[config.mk]
export PLATFORM = sky130hd
export DESIGN_NAME = priority_batch_admission_scheduler_core
export DESIGN_NICKNAME = d
export VERILOG_FILES = /design/src/rtl/core/pbas_pkg.sv /design/src/rtl/core/pbas_div.sv /design/src/rtl/core/priority_batch_admission_scheduler_core.sv
export SDC_FILE = /design/constraint.sdc
export NUM_CORES = 2
export LEC_CHECK = 0
export ABC_AREA = 0
export BUFFER_PORTS_ARGS = -buffer_cell sky130_fd_sc_hd__buf_2
export CORE_MARGIN = 3
export CORE_UTILIZATION = 50
export DETAILED_ROUTE_END_ITERATION = 16
export GPL_ROUTABILITY_DRIVEN = 0
export PLACE_DENSITY = 0.72
export SLEW_MARGIN = 20
export SYNTH_ARGS = -nofsm -noshare
export SYNTH_HDL_FRONTEND = slang
export SYNTH_SLANG_ARGS = --single-unit
[constraint.sdc]
create_clock -name clk_i -period 11.3 [get_ports clk_i]
set_input_delay 0 -clock clk_i [delete_from_list [all_inputs] [get_ports clk_i]]
set_output_delay 0 -clock clk_i [all_outputs]
set_load 0.01 [all_outputs]
[src/rtl/core/pbas_pkg.sv]
// Package of the priority batch admission scheduler: sizes, codes and item types.
// Used by every module of the block; depends on nothing.
package pbas_pkg;

  localparam int Slots   = 32;
  localparam int SlotW   = 5;
  localparam int CntW    = 6;
  localparam int PrioW   = 16;
  localparam int PosW    = 16;
  localparam int QuotW   = 32;
  localparam int SumW    = 40;

  // Command codes
  localparam logic [1:0] FUNC_WRITE  = 2'd0;
  localparam logic [1:0] FUNC_SELECT = 2'd1;
  localparam logic [1:0] FUNC_ADAPT  = 2'd2;

  // Slot status codes
  localparam logic [1:0] ST_WAIT    = 2'd0;
  localparam logic [1:0] ST_RUN     = 2'd1;
  localparam logic [1:0] ST_PREEMPT = 2'd2;

  // Register indexes
  localparam logic REG_BATCH_LIMIT  = 1'b0;
  localparam logic REG_SLOTS_IN_USE = 1'b1;

  localparam logic [31:0] LcgMul  = 32'd1103515245;
  localparam logic [31:0] LcgInc  = 32'd12345;
  localparam logic [31:0] LcgSeed = 32'hDEADBEEF;
  localparam logic signed [PrioW-1:0] HalfPrio = 16'sd128;
  localparam logic [CntW-1:0] BatchLimitReset = 6'd32;

  typedef struct packed {
    logic [1:0]              func;
    logic [SlotW-1:0]        slot;
    logic [1:0]              new_status;
    logic signed [PrioW-1:0] new_priority;
    logic [PosW-1:0]         new_position;
    logic [PosW-1:0]         new_length;
  } cmd_t;

  typedef struct packed {
    logic [31:0]      running_bits;
    logic [63:0]      status_vector;
    logic [CntW-1:0]  admitted_count;
    logic             did_preempt;
    logic [SlotW-1:0] victim_slot;
    logic             did_reselect;
  } res_t;

  typedef struct packed {
    logic signed [PrioW-1:0] prio;
    logic [PosW-1:0]         pos;
    logic [PosW-1:0]         len;
  } entry_t;

  // Divider request and response
  typedef struct packed {
    logic              start;
    logic [QuotW-1:0]  dividend;
    logic [PosW-1:0]   divisor;
  } div_req_t;

  typedef struct packed {
    logic             done;
    logic [QuotW-1:0] quot;
  } div_rsp_t;

endpackage

[src/rtl/core/pbas_div.sv]
// Restoring divider, one quotient bit per cycle, for slot progress.
// Depends on pbas_pkg.
module pbas_div (
  input  logic                clk_i,
  input  logic                rst_ni,
  input  pbas_pkg::div_req_t  req_i,
  output pbas_pkg::div_rsp_t  rsp_o
);

  logic                         busy_q;
  logic                         done_q;
  logic [4:0]                   step_q;
  logic [pbas_pkg::PosW-1:0]    rem_q;
  logic [pbas_pkg::QuotW-1:0]   quo_q;
  logic [pbas_pkg::PosW-1:0]    dvs_q;
  logic [pbas_pkg::PosW:0]      trial;
  logic [pbas_pkg::PosW:0]      diff;
  logic                         qbit;

  // One trial subtraction per step
  always_comb begin
    trial = {rem_q, quo_q[pbas_pkg::QuotW-1]};
    diff  = trial - {1'b0, dvs_q};
    qbit  = (trial >= {1'b0, dvs_q});
  end

  // Step control
  always_ff @(posedge clk_i or negedge rst_ni) begin
    if (!rst_ni) begin
      busy_q <= 1'b0;
      done_q <= 1'b0;
      step_q <= '0;
    end else begin
      done_q <= 1'b0;
      if (req_i.start) begin
        busy_q <= 1'b1;
        step_q <= '0;
      end else if (busy_q) begin
        step_q <= step_q + 5'd1;
        if (step_q == 5'd31) begin
          busy_q <= 1'b0;
          done_q <= 1'b1;
        end
      end
    end
  end

  // Datapath
  always_ff @(posedge clk_i) begin
    if (req_i.start) begin
      rem_q <= '0;
      quo_q <= req_i.dividend;
      dvs_q <= req_i.divisor;
    end else if (busy_q) begin
      rem_q <= qbit ? diff[pbas_pkg::PosW-1:0] : trial[pbas_pkg::PosW-1:0];
      quo_q <= {quo_q[pbas_pkg::QuotW-2:0], qbit};
    end
  end

  assign rsp_o.done = done_q;
  assign rsp_o.quot = quo_q;

endmodule

[src/rtl/core/priority_batch_admission_scheduler_core.sv]
// Top level of the priority batch admission scheduler: slot table, sequencer, APB registers.
// Depends on pbas_pkg and pbas_div.
//
// Items are taken on start_i while busy_o is low. A write item stores one slot in its
// accept cycle and gives no result. A select or adaptive round gives one result on
// res_o, shown for exactly one cycle with res_valid_o; the receiver cannot stall it,
// so it must take it then. Rounds run on one sequencer that walks the examined slots
// (n = min(slots_in_use, 32)) one per cycle through a registered table read, save
// where the progress pass waits on the divider. Select first counts the waiting and
// running slots, then finds each rank by a full priority scan followed by an LCG draw
// and test. An adaptive round adds a progress pass, which waits on the bit-serial
// divider for each waiting or running slot with a nonzero length, plus a victim scan
// over the n slots, and then possibly a select. Reset clears neither the slot table
// nor the slot statuses.
module priority_batch_admission_scheduler_core (
  input  logic               clk_i,
  input  logic               rst_ni,
  // command channel
  input  logic               start_i,
  output logic               busy_o,
  input  pbas_pkg::cmd_t     cmd_i,
  // result channel
  output logic               res_valid_o,
  output pbas_pkg::res_t     res_o,
  // APB register port
  input  logic               psel,
  input  logic               penable,
  input  logic               pwrite,
  input  logic [2:0]         paddr,
  input  logic [31:0]        pwdata,
  output logic [31:0]        prdata,
  output logic               pready
);

  localparam logic [3:0] S_IDLE = 4'd0;
  localparam logic [3:0] S_FEAT = 4'd1;
  localparam logic [3:0] S_DIV  = 4'd2;
  localparam logic [3:0] S_VIC  = 4'd3;
  localparam logic [3:0] S_DEC  = 4'd4;
  localparam logic [3:0] S_CNT  = 4'd5;
  localparam logic [3:0] S_PICK = 4'd6;
  localparam logic [3:0] S_DRAW = 4'd7;
  localparam logic [3:0] S_TEST = 4'd8;
  localparam logic [3:0] S_OUT  = 4'd9;

  localparam int CntW  = pbas_pkg::CntW;
  localparam int SlotW = pbas_pkg::SlotW;

  // Registers
  logic [CntW-1:0]  limit_q, slots_q;
  logic [3:0]       state_q, state_d;
  logic [1:0]       status_q [pbas_pkg::Slots];
  logic [1:0]       status_d [pbas_pkg::Slots];
  pbas_pkg::entry_t mem [pbas_pkg::Slots];
  pbas_pkg::entry_t rd_q;
  logic [31:0]      mask_q, mask_d;
  logic [31:0]      lcg_q, lcg_d;
  logic [31:0]      ranked_q, ranked_d;
  logic [CntW-1:0]  idx_q, idx_d;
  logic [CntW-1:0]  run_q, run_d;
  logic [CntW-1:0]  wcnt_q, wcnt_d;
  logic [CntW-1:0]  cnt_q, cnt_d;
  logic [pbas_pkg::SumW-1:0] sum_q, sum_d;
  logic             found_q, found_d;
  logic [SlotW-1:0] low_q, low_d;
  logic signed [pbas_pkg::PrioW-1:0] lowp_q, lowp_d;
  logic             bestf_q, bestf_d;
  logic [SlotW-1:0] best_q, best_d;
  logic signed [pbas_pkg::PrioW-1:0] bestp_q, bestp_d;
  logic [CntW-1:0]  rank_q, rank_d;
  logic [CntW-1:0]  take_q, take_d;
  logic [CntW-1:0]  avail_q, avail_d;
  logic [CntW-1:0]  adm_q, adm_d;
  logic             pre_q, pre_d;
  logic [SlotW-1:0] vic_q, vic_d;
  logic             resel_q, resel_d;
  logic             res_valid_q, res_valid_d;
  pbas_pkg::res_t   res_q, res_d;

  // Combinational helpers
  logic [CntW-1:0]  n_slots;
  logic [SlotW-1:0] idx_slot;
  logic [1:0]       st_cur;
  logic             last;
  logic             accept;
  logic             mem_we;
  logic             cfg_we;
  logic [CntW-1:0]  w_nx, r_nx;
  logic signed [CntW:0] avail_s;
  logic [9:0]       run10, lim9;
  logic             overload, far_along, low_load;
  logic [39:0]      draw_lhs, draw_rhs;
  logic [8:0]       w10, w9;
  logic [7:0]       i3;
  logic [63:0]      sv;
  logic [31:0]      run_set;
  pbas_pkg::div_req_t div_req;
  pbas_pkg::div_rsp_t div_rsp;

  pbas_div u_div (
    .clk_i  (clk_i),
    .rst_ni (rst_ni),
    .req_i  (div_req),
    .rsp_o  (div_rsp)
  );

  assign accept   = start_i && (state_q == S_IDLE);
  assign busy_o   = (state_q != S_IDLE);
  assign n_slots  = (slots_q > CntW'(pbas_pkg::Slots)) ? CntW'(pbas_pkg::Slots) : slots_q;
  assign idx_slot = idx_q[SlotW-1:0];
  assign st_cur   = status_q[idx_slot];
  assign last     = ({1'b0, idx_q} + 7'd1) >= {1'b0, n_slots};
  assign mem_we   = accept && (cmd_i.func == pbas_pkg::FUNC_WRITE);

  // APB registers
  assign pready = 1'b1;
  assign cfg_we = psel && penable && pwrite;
  assign prdata = (paddr[2] == pbas_pkg::REG_SLOTS_IN_USE) ? {26'd0, slots_q} : {26'd0, limit_q};

  always_ff @(posedge clk_i or negedge rst_ni) begin
    if (!rst_ni) begin
      limit_q <= pbas_pkg::BatchLimitReset;
      slots_q <= '0;
    end else if (cfg_we) begin
      if (paddr[2] == pbas_pkg::REG_BATCH_LIMIT) begin
        limit_q <= pwdata[CntW-1:0];
      end else begin
        slots_q <= pwdata[CntW-1:0];
      end
    end
  end

  // Slot table: written by write items, read one entry a cycle by the sequencer
  always_ff @(posedge clk_i) begin
    if (mem_we) begin
      mem[cmd_i.slot] <= '{prio: cmd_i.new_priority, pos: cmd_i.new_position,
                           len: cmd_i.new_length};
    end
    rd_q <= mem[idx_d[SlotW-1:0]];
  end

  // Parallel views of the status flops over the examined slots
  always_comb begin
    for (int j = 0; j < pbas_pkg::Slots; j++) begin
      run_set[j]       = (CntW'(j) < n_slots) && (status_q[j] == pbas_pkg::ST_RUN);
      sv[2*j +: 2]     = (CntW'(j) < n_slots) ? status_q[j] : 2'b00;
    end
  end

  // Round features
  always_comb begin
    run10     = 10'(run_q) * 10'd10;
    lim9      = 10'(limit_q) * 10'd9;
    overload  = (run10 > lim9) && (run_q > (limit_q >> 1));
    low_load  = ({run_q, 1'b0} < {1'b0, limit_q});
    far_along = (cnt_q != '0) &&
                (({sum_q[pbas_pkg::SumW-3:0], 2'b00} + sum_q) >
                 {16'd0, cnt_q, 18'd0});
    w_nx      = wcnt_q + CntW'(st_cur == pbas_pkg::ST_WAIT);
    r_nx      = run_q + CntW'(st_cur == pbas_pkg::ST_RUN);
    avail_s   = $signed({1'b0, limit_q}) - $signed({1'b0, r_nx});
    w10       = 9'(wcnt_q) * 9'd10;
    w9        = 9'(wcnt_q) * 9'd9;
    i3        = 8'(rank_q) * 8'd3;
    draw_lhs  = {9'd0, lcg_q[30:0]} * {31'd0, w10};
    draw_rhs  = {(w9 - {1'b0, i3}), 31'd0};
  end

  // Sequencer
  always_comb begin
    state_d  = state_q;
    status_d = status_q;
    mask_d   = mask_q;
    lcg_d    = lcg_q;
    ranked_d = ranked_q;
    idx_d    = idx_q;
    run_d    = run_q;
    wcnt_d   = wcnt_q;
    cnt_d    = cnt_q;
    sum_d    = sum_q;
    found_d  = found_q;
    low_d    = low_q;
    lowp_d   = lowp_q;
    bestf_d  = bestf_q;
    best_d   = best_q;
    bestp_d  = bestp_q;
    rank_d   = rank_q;
    take_d   = take_q;
    avail_d  = avail_q;
    adm_d    = adm_q;
    pre_d    = pre_q;
    vic_d    = vic_q;
    resel_d  = resel_q;
    res_valid_d = 1'b0;
    res_d    = res_q;
    div_req  = '{start: 1'b0, dividend: {rd_q.pos, 16'd0}, divisor: rd_q.len};

    unique case (state_q)
      S_IDLE: begin
        if (accept) begin
          idx_d   = '0;
          run_d   = '0;
          wcnt_d  = '0;
          cnt_d   = '0;
          sum_d   = '0;
          found_d = 1'b0;
          adm_d   = '0;
          pre_d   = 1'b0;
          vic_d   = '0;
          resel_d = 1'b0;
          unique case (cmd_i.func)
            pbas_pkg::FUNC_WRITE: begin
              status_d[cmd_i.slot] = cmd_i.new_status;
            end
            pbas_pkg::FUNC_SELECT: begin
              if (n_slots == '0) begin
                mask_d  = '0;
                state_d = S_OUT;
              end else begin
                state_d = S_CNT;
              end
            end
            pbas_pkg::FUNC_ADAPT: begin
              state_d = (n_slots == '0) ? S_OUT : S_FEAT;
            end
            default: ;
          endcase
        end
      end

      // Progress sum over waiting and running slots
      S_FEAT: begin
        if (st_cur == pbas_pkg::ST_WAIT || st_cur == pbas_pkg::ST_RUN) begin
          cnt_d = cnt_q + CntW'(1);
          run_d = r_nx;
        end
        if ((st_cur == pbas_pkg::ST_WAIT || st_cur == pbas_pkg::ST_RUN) &&
            rd_q.len != '0) begin
          div_req.start = 1'b1;
          state_d = S_DIV;
        end else begin
          if (st_cur == pbas_pkg::ST_WAIT || st_cur == pbas_pkg::ST_RUN) begin
            sum_d = sum_q + pbas_pkg::SumW'(32'd65536);
          end
          if (last) begin
            idx_d = '0;
            state_d = S_VIC;
          end else begin
            idx_d = idx_q + CntW'(1);
          end
        end
      end

      S_DIV: begin
        if (div_rsp.done) begin
          sum_d = sum_q + pbas_pkg::SumW'(div_rsp.quot);
          if (last) begin
            idx_d = '0;
            state_d = S_VIC;
          end else begin
            idx_d = idx_q + CntW'(1);
            state_d = S_FEAT;
          end
        end
      end

      // Lowest-priority running slot, first on ties
      S_VIC: begin
        if (st_cur == pbas_pkg::ST_RUN && (!found_q || rd_q.prio < lowp_q)) begin
          found_d = 1'b1;
          low_d   = idx_slot;
          lowp_d  = rd_q.prio;
        end
        if (last) begin
          state_d = S_DEC;
        end else begin
          idx_d = idx_q + CntW'(1);
        end
      end

      S_DEC: begin
        if (overload && found_q && (lowp_q < pbas_pkg::HalfPrio)) begin
          status_d[low_q] = pbas_pkg::ST_PREEMPT;
          mask_d[low_q]   = 1'b0;
          pre_d           = 1'b1;
          vic_d           = low_q;
        end
        if (far_along && low_load) begin
          resel_d = 1'b1;
          idx_d   = '0;
          run_d   = '0;
          wcnt_d  = '0;
          state_d = S_CNT;
        end else begin
          state_d = S_OUT;
        end
      end

      // Count waiting and running slots for selection
      S_CNT: begin
        wcnt_d = w_nx;
        run_d  = r_nx;
        if (last) begin
          idx_d = '0;
          if (w_nx == '0) begin
            mask_d  = run_set;
            state_d = S_OUT;
          end else begin
            mask_d = '0;
            if (avail_s <= 0) begin
              state_d = S_OUT;
            end else begin
              avail_d  = avail_s[CntW-1:0];
              take_d   = (w_nx < avail_s[CntW-1:0]) ? w_nx : avail_s[CntW-1:0];
              rank_d   = '0;
              ranked_d = '0;
              bestf_d  = 1'b0;
              state_d  = S_PICK;
            end
          end
        end else begin
          idx_d = idx_q + CntW'(1);
        end
      end

      // Highest-priority unranked waiting slot, lower slot on ties
      S_PICK: begin
        if (st_cur == pbas_pkg::ST_WAIT && !ranked_q[idx_slot] &&
            (!bestf_q || rd_q.prio > bestp_q)) begin
          bestf_d = 1'b1;
          best_d  = idx_slot;
          bestp_d = rd_q.prio;
        end
        if (last) begin
          state_d = S_DRAW;
        end else begin
          idx_d = idx_q + CntW'(1);
        end
      end

      S_DRAW: begin
        lcg_d   = lcg_q * pbas_pkg::LcgMul + pbas_pkg::LcgInc;
        state_d = S_TEST;
      end

      S_TEST: begin
        if ((draw_lhs < draw_rhs) || (rank_q < (avail_q >> 1))) begin
          status_d[best_q] = pbas_pkg::ST_RUN;
          mask_d[best_q]   = 1'b1;
          adm_d            = adm_q + CntW'(1);
        end
        ranked_d[best_q] = 1'b1;
        rank_d  = rank_q + CntW'(1);
        idx_d   = '0;
        bestf_d = 1'b0;
        state_d = ((rank_q + CntW'(1)) == take_q) ? S_OUT : S_PICK;
      end

      S_OUT: begin
        res_valid_d = 1'b1;
        res_d = '{running_bits: mask_q, status_vector: sv, admitted_count: adm_q,
                  did_preempt: pre_q, victim_slot: vic_q, did_reselect: resel_q};
        state_d = S_IDLE;
      end

      default: state_d = S_IDLE;
    endcase
  end

  // Control state
  always_ff @(posedge clk_i or negedge rst_ni) begin
    if (!rst_ni) begin
      state_q     <= S_IDLE;
      mask_q      <= '0;
      lcg_q       <= pbas_pkg::LcgSeed;
      res_valid_q <= 1'b0;
      idx_q       <= '0;
    end else begin
      state_q     <= state_d;
      mask_q      <= mask_d;
      lcg_q       <= lcg_d;
      res_valid_q <= res_valid_d;
      idx_q       <= idx_d;
    end
  end

  // Working registers of a round
  always_ff @(posedge clk_i) begin
    status_q <= status_d;
    ranked_q <= ranked_d;
    run_q    <= run_d;
    wcnt_q   <= wcnt_d;
    cnt_q    <= cnt_d;
    sum_q    <= sum_d;
    found_q  <= found_d;
    low_q    <= low_d;
    lowp_q   <= lowp_d;
    bestf_q  <= bestf_d;
    best_q   <= best_d;
    bestp_q  <= bestp_d;
    rank_q   <= rank_d;
    take_q   <= take_d;
    avail_q  <= avail_d;
    adm_q    <= adm_d;
    pre_q    <= pre_d;
    vic_q    <= vic_d;
    resel_q  <= resel_d;
    res_q    <= res_d;
  end

  assign res_valid_o = res_valid_q;
  assign res_o       = res_q;

endmodule

==> Word-level counts from Yosys, hierarchy flattened <==
Memory sizes are Yosys's and may differ from the RTL's. A register that Yosys moved wholly into a read port is not among the register bits.
Cells that the tools add are included.
W data, S select, Z words.
{ "word_totals": {"regBits": 496, "ramBits": 1536, "out_inout_bits": 144, "memories": 1} }
{ "op_classes": {"n_addsub": 15, "multipliers": 7, "n_lt_le_gt_ge": 58, "eq_ne": 66, "muxes": 108, "n_bitwise": 17, "n_reduce_logical": 98} }
{ "memory_table": {"columns": ["memory", "words", "width", "read_ports", "rd_ports_with_merged_regs", "write_ports", "line", "source"], "rows": [
  ["mem", 32, 48, 1, 1, 1, "priority_batch_admission_scheduler_core.sv:54", "pbas_pkg::entry_t mem [pbas_pkg::Slots];"]
]} }
{ "ops": {"columns": ["operator", "count"], "rows": [
  ["$mux W32", 12],
  ["$mux W64", 4],
  ["$pmux W64 S3", 1],
  ["$mux W40", 4],
  ["$or A32 B32 Y32", 4],
  ["$pmux W32 S4", 1],
  ["$pmux W40 S3", 1],
  ["$mux W6", 17],
  ["$and A32 B32 Y32", 3],
  ["$lt A5 B6 Y1 const A", 16],
  ["$not A32 Y32", 3],
  ["$eq A2 B1 Y1 const B", 34],
  ["$bwmux W64", 1],
  ["$pmux W32 S2", 1],
  ["$mux W4", 13],
  ["$logic_and A1 B1 Y1", 50],
  ["$lt A4 B6 Y1 const A", 8],
  ["$pmux W6 S7", 1],
  ["$add A40 B17 Y40 const B", 1],
  ["$add A40 B32 Y40", 1],
  ["$add A40 B40 Y40", 1],
  ["$gt A40 B24 Y1", 1],
  ["$lt A40 B40 Y1", 1],
  ["$mul A31 B8 Y39", 1],
  ["80 further kinds", 189]
]} }

==> Longest topological paths before layout <==
{ "depth": {"word_depth": 12, "ltp_mapped": 39, "ltp_nobuf": 37} }

==> By module <==
From an unflattened synthesis, not the netlist that was laid out.
{ "unflattened": {"hier_cells": 8263, "hier_area_um2": 106608.5} }
{ "modules_own_cells": {"columns": ["mod", "instances", "cells_each", "area_per_inst_um2"], "rows": [
  ["priority_batch_admission_scheduler_core", 1, 7942, 102863.7],
  ["pbas_div", 1, 321, 3744.8]
]} }

==> Worst setup path after synthesis <==
No wires, ideal clock.
{ "synth_timing": {"kind": "flip-flop to flip-flop", "from": "reg wcnt_q[2]", "to": "reg mask_q[11]", "arrival_time_ns": 8.527, "t_required_ns": 11.174, "setup_slack_ns": 2.647, "path_stages_with_launch": 39, "path_buffers": 2, "synth_period_minus_slack_ns": 8.653, "path_cell_list": "edfxtp_1 ha_1 ha_1 fa_1 a21o_1 a21oi_1 xnor2_1 clkbuf_1 and2_1 fa_1 inv_1 fa_1 fa_1 fa_1 inv_1 ha_1 a21o_1 a21o_1 [3 not listed] nand2_1 a211o_1 a31oi_1 nor2b_1 o21a_1 o21a_1 nor2_1 xnor2_1 ha_1 nor2b_1 o21ai_0 nand2b_1 a2111oi_0 a222oi_1 nand3_1 nand3_1 clkbuf_1 o32a_1"} }
{ "synth_via": {"elab_chain_len": 6, "word_cells_on_any_way": 13} }
{ "synth_rtl": {"columns": ["item", "line", "source"], "rows": [
  ["start: declaration", "priority_batch_admission_scheduler_core.sv:61", "logic [CntW-1:0] wcnt_q, wcnt_d;"],
  ["start signal: assignment", "priority_batch_admission_scheduler_core.sv:392", "wcnt_q <= wcnt_d;"],
  ["$mul A6 B3 Y8 / $mul A6 B4 Y9 (equally long branches)", "priority_batch_admission_scheduler_core.sv:162, priority_batch_admission_scheduler_core.sv:163", null],
  ["$mul A31 B8 Y39 / $sub A9 B8 Y9 (equally long branches)", "priority_batch_admission_scheduler_core.sv:165, priority_batch_admission_scheduler_core.sv:166", null],
  ["$lt A40 B40 Y1", "priority_batch_admission_scheduler_core.sv:347", "if ((draw_lhs < draw_rhs) || (rank_q < (avail_q >> 1))) begin"],
  ["$logic_or A1 B1 Y1", "priority_batch_admission_scheduler_core.sv:347", null],
  ["$ne A2 B2 Y1 (no source line)", null, null],
  ["$reduce_and A7 Y1 (no source line)", null, null],
  ["end signal: assignment", "priority_batch_admission_scheduler_core.sv:380", "mask_q <= mask_d;"],
  ["end: declaration", "priority_batch_admission_scheduler_core.sv:56", "logic [31:0] mask_q, mask_d;"]
]} }
Parallel ways exist; a longest one is shown, timed or not. The select of a mux whose other input is x is not followed.
A chain may end at the register's enable or synchronous reset.

==> metrics.csv <==
stage,metric,value,unit
clocking,cts-root-buf,clkbuf_16,
global_route,grt_usage,0.258,
floorplan,core_region_area,0.208,mm^2
synth,synthCells,7765,
synth,synthArstFlopShare,0.0448,
floorplan,die_w,465,um
setup_path,cp.required,11.86,ns
sta,tightestPinTransition,1.21,ns
finish,area.sequential,0.0612,mm^2
synth,synthFlopType,edfxtp_1,
finish,drive_gt1_frac,0.133,
sta,fin_skew,0.0713,ns
clocking,cts_tree,done,
route,drtPass1Iterations,7,
synth,synth_fa_ha_area_frac,0.126,
sta,maxSlewViolCount,0,
synth,synth_top_cell_by_area,edfxtp_1,
sta,rsz0062_at_grt,no,
synth,synth_compound_area_frac,0.0932,
sta,min_period,9.99,ns
synth,synthTopCellsByArea,"edfxtp_1 54%, fa_1 7.1%, mux4_2 5.8%, ha_1 5.5%, inv_1 2.5%",
setup_path,crit_top_cell,fa_1,
synth,synth_top_family_by_area,adder cells,
floorplan,initial_utilization,0.505,
synth,synthesis.area,0.105,mm^2
clocking,cts_resized,0,
synth,avgSynthCellArea,13.6,um^2
floorplan,ios,242,
route,route.final.wire_length,281000,um
sta,slew_headroom,0.192,
synth,synth_edf_count,1905,
finish,nNetsFinal,8902,
global_route,grt_overflow,0,
route,drtIter0Drc,7991,
synth,synth.most_common_cell,edfxtp_1,
clocking,cts_post_setup_buffers_inserted,0,
setup_path,cp_max_fo,32,
clocking,path_clk_slew,0.06,ns
finish,fillCellCount,16100,
sta,max_freq,100,MHz
place,port_buffers,186,
floorplan,fp.dieArea,0.216,mm^2
route,drc,0,
global_route,gr-usage-met3,0.0511,
setup_path,cp_slowest_cell,edfxtp_1,
setup_path,arrival,10.54,ns
global_route,grt_pass1_wl,422000,um
synth,synthSimpleGateAreaFrac,0.0770,
global_route,grt_util_met1,0.341,
hold_path,hp-class,input port to register,
clocking,clockBufferDepth,3,
sta,fin_setup_tns,0,ns
route,num_vias,67200,
setup_path,worstSetupPathType,register to register,
global_route,grt_pass1_vias,67200,
place,hpwl,169000,um
finish,multi_input_area,0.0400,mm^2
global_route,antenna_found_initial,19,
synth,yosysWarnings,0,
finish,syn2layout_area_growth,11.3,%
route,route.detailed.vias_per_inst,6.14,
synth,ys_ff_latch,2078,
route,antenna_left,0,
global_route,grt-busiest-layer,met2,
synth,synth_common_cells,"1,905 x edfxtp_1, 714 x inv_1, 660 x nand2_1",
setup_path,cp-start-kind,register,
clocking,clk_latency,0.88,ns
synth,yosysSeqAreaShare,0.581,
sta,timing.final.crit_share,0.884,
setup_path,slowest_delay,0.56,ns
setup_path,cp-end-kind,register,
sta,hold_viol,0,
global_route,grt_start_max_net_pins,126,
sta,finalSetupViolations,0,
synth,yosys.cell_types.count,99,
synth,yosys.area.top_type_share,0.543,
synth,synth-xor-area-share,0.0150,
flow_run,drv_cap,0,
clocking,htree_levels,4,
clocking,cts_sinks,2078,
floorplan,row_count,167,
floorplan,die_height,465,um
route,wl_per_cell,25.7,um
clocking,cts_buffers,205,
status,outcome,"complete, no violations",
synth,synthMuxAreaShare,0.0641,
global_route,gr-usage-met2,0.417,
path summary, 6_finish.rpt:
| kind | from | end | slack, ns | cells past startpoint |
|---|---|---|---|---|
| min in group asynchronous | rst_ni | lcg_q[16] | 0.40 | 3 |
| max in group asynchronous | rst_ni | u_div.busy_q | 10.09 | 4 |
| max | wcnt_q[2] | register | 1.31 | 38 |
| min | pwdata[4] | slots_q[4] | 0.08 | 3 |
| max reg2reg | wcnt_q[2] | register | 1.31 | 38 |
| min reg2reg | div_req[1] | u_div.dvs_q[1] | 0.43 | 0 |
kinds of logic (layout without fill, tap and decap cells):
logic type | after synthesis | count (layout)
simple gates | 1716 | 1716
compound gates | 1487 | 1487
fa+ha+maj | 837 | 837
flops | 2078 | 2078
buf+inv | 1132 | 1488
mux | 333 | 333
xor+xnor | 180 | 180
other cells | 2 | 40
registers in the layout, indices dropped and copies added (netlist names), 6 cells and up, named ones only:
signal,cells
run_q,6
u_div.dvs_q,16
ranked_q,32
rd_q,16
sum_q,40
bestp_q,16
rank_q,6
slots_q,6
limit_q,6
wcnt_q,6
div_req,32
u_div.rem_q,16
adm_q,6
cnt_q,6
take_q,6
lowp_q,16
res_o,109
lcg_q,31
u_div.quo_q,32
mem,1536
idx_q,6
mask_q,32
cell type report:
type / instances / area share
Sequential cell: 2078 / 0.522
Clock buffer: 277 / 0.0472
Timing Repair Buffer: 383 / 0.0241
Clock inverter: 109 / 0.0125
Inverter: 719 / 0.0232
Tap cell: 2788 / 0.0298
Antenna cell: 13 / 0.000278
Multi-Input combinational cell: 4580 / 0.341
through the flow:
step / utilization / cells / cell area, um^2 / hold slack (ns) / setup slack [ns]
after floorplan: - / 7790 / 105000 / -0.296 / 2.65
after global placement: 0.524 / 10500 / 109000 / 0.109 / 1.53
after detailed placement: 0.525 / 10500 / 109000 / 0.113 / 1.36
after CTS: 0.562 / 10900 / 117000 / 0.00331 / 1.35
after global routing: 0.563 / 10900 / 117000 / 0.0675 / 0.781
final: 0.563 / 10900 / 117000 / 0.0783 / 1.31
critical path: cells and delay by family, from the launching register on:
kind,cells,cell delay [ns]
AO/OA/AOI/OAI,16,3.59
XOR/XNOR,2,0.40
adder cells (fa/ha/maj),8,3.39
buffers and inverters,5,0.91
flip-flops,1,0.56
AND/OR/NAND/NOR,7,0.83
per-layer routing:
layer  wire length [um]  vias to the layer above
li1                   -                    28900
met1             107000                    33900
met2             134000                     3654
met3              27800                      749
met4              13300                        8
met5                 49                        -
cell usage in the layout (no fill, tap or decap), drive strengths merged, types with 82 or more instances in the layout:
cell type / netlist / layout
a21o: 82 / 82
a21oi: 493 / 493
a22o: 143 / 143
and2: 209 / 209
buf: 175 / 303
clkbuf: 238 / 277
edfxtp: 1905 / 1905
fa: 371 / 371
ha: 466 / 466
inv: 717 / 727
mux4: 270 / 270
nand2: 662 / 662
nor2: 322 / 322
nor3: 122 / 122
o21ai: 231 / 231
xnor2: 105 / 105
what timing repair did:
action                      CTS  global route
hold buffers                 81             0
hold endpoints to repair   1781             0
setup endpoints to repair     0             0
Power is not shown: default switching activity piles up to over one toggle a cycle in this logic, so the estimate is an artifact.
